**src/hdl/mvm_pkg.sv**
```systemverilog
// mvm_pkg: shared types, field widths and codes for the matrix vector multiplier
// no dependencies; imported by the interfaces, the controller and the datapath
`timescale 1ns / 1ps

package mvm_pkg;

  localparam int VALUE_W = 32;
  localparam int ROW_W   = 9;
  localparam int SIZE_W  = 10;

  typedef logic signed [VALUE_W-1:0] value_t;
  typedef logic [ROW_W-1:0]          row_t;
  typedef logic [SIZE_W-1:0]         size_t;

  localparam size_t SIZE_RESET  = 10'd512;
  localparam logic  MODE_LOAD   = 1'b0;
  localparam logic  MODE_MATRIX = 1'b1;

  // controller to datapath
  typedef struct packed {
    logic capture;
    logic multiply;
    logic accumulate;
    logic emit;
  } mvm_cmd_t;

  // datapath to controller
  typedef struct packed {
    logic matrix_item;
    logic last_col;
  } mvm_status_t;

endpackage

```
**src/hdl/mvm_ctrl.sv**
```systemverilog
// mvm_ctrl: state machine that sequences one item at a time; matrix items go through read, multiply, add
// depends on mvm_pkg; drives the command struct of mvm_datapath
`timescale 1ns / 1ps

module mvm_ctrl (
  input  logic                 clk,
  input  logic                 rst,
  input  logic                 item_valid,
  output logic                 item_ready,
  output logic                 result_valid,
  input  logic                 result_ready,
  input  mvm_pkg::mvm_status_t status,
  output mvm_pkg::mvm_cmd_t    cmd
);
  import mvm_pkg::*;

  typedef enum logic [1:0] {
    S_IDLE,
    S_MUL,
    S_ACC
  } state_t;

  state_t state;
  logic   result_free;

  assign item_ready  = (state == S_IDLE);
  assign result_free = !result_valid || result_ready;

  always_comb begin
    cmd.capture    = item_valid && item_ready;
    cmd.multiply   = (state == S_MUL);
    cmd.accumulate = (state == S_ACC) && !status.last_col;
    // row end waits here until the output register can take the sum
    cmd.emit       = (state == S_ACC) && status.last_col && result_free;
  end

  always_ff @(posedge clk) begin
    if (rst) begin
      state        <= S_IDLE;
      result_valid <= 1'b0;
    end else begin
      unique case (state)
        S_IDLE: begin
          if (cmd.capture && status.matrix_item) state <= S_MUL;
        end
        S_MUL: begin
          state <= S_ACC;
        end
        S_ACC: begin
          if (cmd.accumulate || cmd.emit) state <= S_IDLE;
        end
        default: begin
          state <= S_IDLE;
        end
      endcase
      if (cmd.emit) result_valid <= 1'b1;
      else if (result_ready) result_valid <= 1'b0;
    end
  end

endmodule

```
**config.mk**
```make
export PLATFORM = sky130hd
export DESIGN_NAME = mvm_ctrl
export DESIGN_NICKNAME = d
export VERILOG_FILES = /design/src/hdl/mvm_pkg.sv /design/src/hdl/mvm_ctrl.sv
export SDC_FILE = /design/constraint.sdc
export NUM_CORES = 1
export LEC_CHECK = 0
export BUFFER_PORTS_ARGS = -buffer_cell sky130_fd_sc_hd__clkbuf_2
export CAP_MARGIN = 20
export CORE_AREA = 2 2 39 41
export CTS_CLUSTER_DIAMETER = 60
export CTS_CLUSTER_SIZE = 16
export DETAILED_ROUTE_END_ITERATION = 7
export DIE_AREA = 0 0 41 43
export PLACE_DENSITY_LB_ADDON = 0.1
export SKIP_LAST_GASP = 1
export SYNTH_ARGS = -nofsm -noshare
export SYNTH_HDL_FRONTEND = slang
export SYNTH_SLANG_ARGS = --single-unit
```
**constraint.sdc**
```tcl
create_clock -name clk -period 1.5 [get_ports clk]
set_clock_uncertainty 0.2 [all_clocks]
set_input_delay 0.15 -clock clk [delete_from_list [all_inputs] [get_ports clk]]
set_output_delay 0.15 -clock clk [all_outputs]
set_load 0.01 [all_outputs]
```
# Word-level counts from Yosys, hierarchy flattened
# Cells that the tools add are included.
[classes]
n_eq_ne = 4
n_mux = 5
n_reduce_logical = 12
[op_table]
columns = ["operator", "count"]
rows = [
  ["$pmux 2 s3", 1],
  ["$logic_and 1x1->1", 5],
  ["$mux 2", 2],
  ["$ne 2x1->1 const B", 2],
  ["$eq 2x1->1 const B", 1],
  ["$eq 2x2->1 const B", 1],
  ["$logic_not 1->1", 2],
  ["$logic_not 2->1", 1],
  ["$logic_or 1x1->1", 2],
  ["$mux 1", 2],
  ["$reduce_and 2->1", 1],
  ["$reduce_bool 2->1", 1],
]
[word_totals]
out_inout_bits = 6
register_bits = 3
word_cells = 23
in_bits = 6

# Depth between registers and ports, before layout
# Gate-level depths: netlist of the first run.
[depth]
ltp_word = 6
mapped_depth = 2
mapped_depth_nobuf = 2

# Worst setup path after synthesis of the first run
# OpenSTA, ideal clock, no wires.
[synth_path]
path_kind = "register to output"
start = "reg state[0]"
end = "out cmd[0] (netlist name)"
required_time_ns = 1.150
path_slack_ns = 0.434
arrival_ns = 0.716
path_buffers = 0
stages_incl_launch_ff = 3
path_cell_list = "dfxtp_1 > nand3b_1 > nor2b_1"
[synth_lines]
columns = ["item", "line_no", "source"]
rows = [
  ["start: declaration", "mvm_ctrl.sv:23", "state_t state;"],
  ["start signal: assignment", "mvm_ctrl.sv:39", "state <= S_IDLE;"],
  ["start signal: assignment", "mvm_ctrl.sv:44", "if (cmd.capture && status.matrix_item) state <= S_MUL;"],
  ["start signal: assignment", "mvm_ctrl.sv:47", "state <= S_ACC;"],
  ["end: declaration", "mvm_ctrl.sv:13", "output mvm_pkg::mvm_cmd_t cmd"],
]

==> results of run 1 <==
==> routing by layer <==
layer	GRT usage	share of wire
met4	0.0600	0
met1	0.0641	0.45
met3	0.0314	0.15
met2	0.0563	0.40
met5	0	0
==> sequential cells by signal, summed over array words and instances (netlist names) <==
name / cells
state: 2
result_valid: 1
==> synthesized netlist by cell type, drive strengths merged <==
library cell / instances / area [µm²]
nor3b: 2 / 20.0
or3b: 1 / 8.76
and3b: 1 / 8.76
nand2b: 1 / 6.26
dfxtp: 3 / 60.1
a21oi: 1 / 5.00
nor2b: 2 / 12.5
o31ai: 1 / 7.51
nand3b: 1 / 7.51
nor2: 1 / 3.75
==> worst paths after layout <==
kind / end / from / cells after the start
hold reg to reg: result_valid$_SDFFE_PP0P_ / result_valid$_SDFFE_PP0P_ / 2
setup reg to reg: state[1]$_SDFFE_PP0P_ / state[0]$_SDFFE_PP0P_ / 2
setup / recovery: cmd[0] / state[0]$_SDFFE_PP0P_ / 3
hold / removal: result_valid$_SDFFE_PP0P_ / result_ready / 3
==> cell type report <==
cell class              count  area, µm²  share of cell area
clock buffers               4       26.3              0.0995
multi-input cells          11       80.1               0.303
flip-flops and latches      3       62.6               0.237
well taps                  16       20.0              0.0758
repair buffers             13       75.1               0.284
==> critical path, stage by stage (launching register included) <==
cell	delay, ns
dfxtp_2	0.33
nand3b_1	0.21
nor2b_1	0.14
clkbuf_2	0.14
==> report_power, final <==
group / switching, mW / internal [mW] / total, mW / leakage (nW)
clock network: 0.0425 / 0.0997 / 0.142 / 0.0150
logic: 0.0109 / 0.0170 / 0.0279 / 0.0831
registers: 0.00274 / 0.0828 / 0.0856 / 0.0253
total: 0.0561 / 0.200 / 0.256 / 0.123
==> timing repair <==
action,in CTS,in global routing
setup buffers,0,0
endpoints found under the setup margin,0,1
hold endpoints to repair,3,0
resized for setup,0,2
hold buffers,2,0
==> logic make-up after synthesis <==
kind of cell       after synthesis  share of synthesized area
and+or+nand+nor                  9                      0.482
DFF                              3                      0.429
AOI/OAI and AO/OA                2                     0.0893
==> metrics, run 1 <==
core area 1380 µm²; Max-cap violations 0; maximum VDD drop 0.212 mV; post-route ant nets 0; Yosys warning total 0; final WL 379 µm; CTS tree yes; Place WS 0.328 ns; endpoints failing hold 0; CTS max path bufs 2; DP HPWL 275 µm; worst-path fanout max 6; internal reg-to-reg setup slack 0.43 ns; most frequent cells in the layout 11 x clkbuf_2, 3 x clkbuf_4, 2 x nor2b_1, 2 x dlygate4sd3_1, 2 x dfxtp_2; Port Buf Inserts 11; synthesized cell area 140 µm²; P&R area growth vs syn 88.4%; GRT Total Usage 0.0532; setup violators final 0; final period utilization 0.931; Yosys reg bits 3; pwr/cell area 968 nW/µm²; Worst EP arrival 1.05 ns; design area 264 µm²; Hold WC Path Type in -> reg; Clk Latency, worst-skew pair 0.23 ns; CP Capture Type output pin; placed inst area 215 µm²; Pwr Total 0.256 mW; CTS sink cnt 3; Fillers 166; outcome finished, final reports clean; area of the die 1760 µm²; antenna diode count 0; Die W 41 µm; Sum Neg Setup Slack 0 ns; fmax 716 MHz; Post-Syn Instances 14; fin crit period 1.40 ns; Req. time, crit path 1.15 ns; proportion of layout cells with a drive suffix above 1 0.548; Syn Area/Cell 10.0 µm²; Nets 38; unrepaired setup endpoints after global routing false; Finished Layout Cells 47; routed len/inst 8.06 µm; number of global-route vias before repair 144; GRT overflow 0; static leakage 0.123 nW; # rows 14; Post-Route Utilization 0.191; Worst-Margin Slew 0.192 ns; initial antenna violation count 0; drt pass-1 iters 2; Slew HR 0.871; Initial Util 0.101; first-pass GRT wire length 558 µm; clock buffer count from CTS 3; fin worst setup slack 0.103 ns; post-synthesis cell type count 11; Root Driver clkbuf_4; share of the yosys chip area belonging to registers 0.429; final slew viol count 0; final hold slack 0.0313 ns; routed via count 158; Placer Congestion 0.643; vias per cell 3.36; largest net degree at the start of global routing 7; I/O pins 12; syn nets 20; startpoint types flop; WS Path Type reg -> out; Inst Count DP 41; commonest non-fill, non-tap cell in the layout clkbuf_2; H-tree depth 1; DIE HEIGHT 43 µm; DRC viols 0; clk slew on worst S/H paths 0.04 ns; 1st-iter DRT viols 2
Note: power is estimated with default switching activity, not from simulation.
==> inputs of run 2 (changes only) <==
--- a/config.mk
+++ b/config.mk
@@ -13,6 +13,7 @@
 export DETAILED_ROUTE_END_ITERATION = 7
 export DIE_AREA = 0 0 41 43
 export PLACE_DENSITY_LB_ADDON = 0.1
+export SETUP_SLACK_MARGIN = 0.4
 export SKIP_LAST_GASP = 1
 export SYNTH_ARGS = -nofsm -noshare
 export SYNTH_HDL_FRONTEND = slang
==> run 2 against run 1 <==
Global-route usage grew 0.50 points. Clock-buffer cell count did not move. Setup slack improved by 0.047 ns. Sequential cell count is the same. Clock power barely moved. Sequential share of layout area decreased by 1.1 points. Wire length increased by 1.3%. Cell count rose by 2.1%. Die area is the same. Utilization increased by 0.90 points. First-iteration DRC count rose by 100%. Critical path depth unchanged. Largest cell class unchanged. Largest power group unchanged. Highest routed layer is now met4.
==> metrics, run 2 (synthesis results as in run 1) <==
outcome finished, final reports clean; area of the die 1760 µm²; commonest non-fill, non-tap cell in the layout clkbuf_2; Die W 41 µm; clock buffer count from CTS 3; fin worst setup slack 0.149 ns; static leakage 0.129 nW; endpoints failing hold 0; final period utilization 0.900; max reg flops 2; Root Driver clkbuf_4; H-tree depth 1; drt pass-1 iters 3; final WL 384 µm; routed via count 165; final slew viol count 0; number of global-route vias before repair 146; CTS max path bufs 2; maximum VDD drop 0.211 mV; DRC viols 0; final hold slack 0.0137 ns; Worst-Margin Slew 0.182 ns; # rows 14; Port Buf Inserts 11; Placer Congestion 0.643; Max-cap violations 0; most frequent cells in the layout 9 x clkbuf_2, 3 x clkbuf_4; placed inst area 215 µm²; multi-input logic area 85.1 µm²; DP HPWL 275 µm; clk slew on worst S/H paths 0.04 ns; P&R area growth vs syn 97.3%; initial antenna violation count 0; Slew HR 0.879; design area 277 µm²; Largest Register state; GRT Total Usage 0.0582; setup violators final 0; WS Path Type reg -> out; routed len/inst 8.00 µm; CTS sink cnt 3; largest net degree at the start of global routing 7; Hold WC Path Type in -> reg; vias per cell 3.44; top flop regs state: 2 flops, result_valid: 1 flops; Clk Latency, worst-skew pair 0.23 ns; flip-flop and latch area 62.6 µm²; CP Capture Type output pin; antenna diode count 0; core area 1380 µm²; startpoint types flop; Req. time, crit path 1.15 ns; CTS tree yes; unrepaired setup endpoints after global routing true; fmax 740 MHz; GRT overflow 0; Nets 39; Initial Util 0.101; Fillers 166; 1st-iter DRT viols 4; Sum Neg Setup Slack 0 ns; first-pass GRT wire length 600 µm; DIE HEIGHT 43 µm; proportion of layout cells with a drive suffix above 1 0.594; post-route ant nets 0; worst-path fanout max 6; Worst EP arrival 1.00 ns; pwr/cell area 934 nW/µm²; I/O pins 12; Place WS 0.328 ns; fin crit period 1.35 ns; Post-Route Utilization 0.200
[run 2: per-layer routing]
layer,wire [µm],global-route usage
met5,0,0
met4,14,0.0800
met3,56,0.0314
met2,142,0.0594
met1,169,0.0673
[run 2: power by group]
part           total (mW)  switching (mW)  internal [mW]
clock               0.144          0.0439         0.0998
combinational      0.0291          0.0113         0.0178
sequential         0.0856         0.00276         0.0828
[run 2: area by class of cell]
type | instances | area share
Multi-Input combinational cell | 11 | 0.308
Clock buffer | 4 | 0.0950
Timing Repair Buffer | 14 | 0.299
Sequential cell | 3 | 0.226
Tap cell | 16 | 0.0724
[run 2: through the flow]
| stage | std cells | total power [mW] |
|---|---|---|
| after floorplan | 14 | 0.0968 |
| after global placement | 41 | 0.111 |
| after detailed placement | 41 | 0.111 |
| after CTS | 48 | 0.267 |
| after global routing | 48 | 0.276 |
| final | 48 | 0.258 |
[run 2: timing repair]
action | 4_1_cts | 5_1_grt
pin swaps | 1 | 0
setup endpoints to repair | 6 | 7
buffers inserted | 1 | 0
endpoints found under the hold margin | 3 | 0
hold buffers | 2 | 0
gates resized for setup | 3 | 2
[run 2: path summary, 6_finish.rpt]
path,from,endpoint,slack [ns],cells after the start
min reg2reg,result_valid$_SDFFE_PP0P_,state[1]$_SDFFE_PP0P_,0.33,2
max,state[0]$_SDFFE_PP0P_,cmd[0],0.15,3
min,rst,state[0]$_SDFFE_PP0P_,0.01,2
max reg2reg,state[0]$_SDFFE_PP0P_,state[1]$_SDFFE_PP0P_,0.38,3
[run 2: critical path, cell delays in order (launching register included)]
cell	delay [ns]
dfxtp_2	0.33
nand3b_1	0.18
nor2b_1	0.12
buf_2	0.13
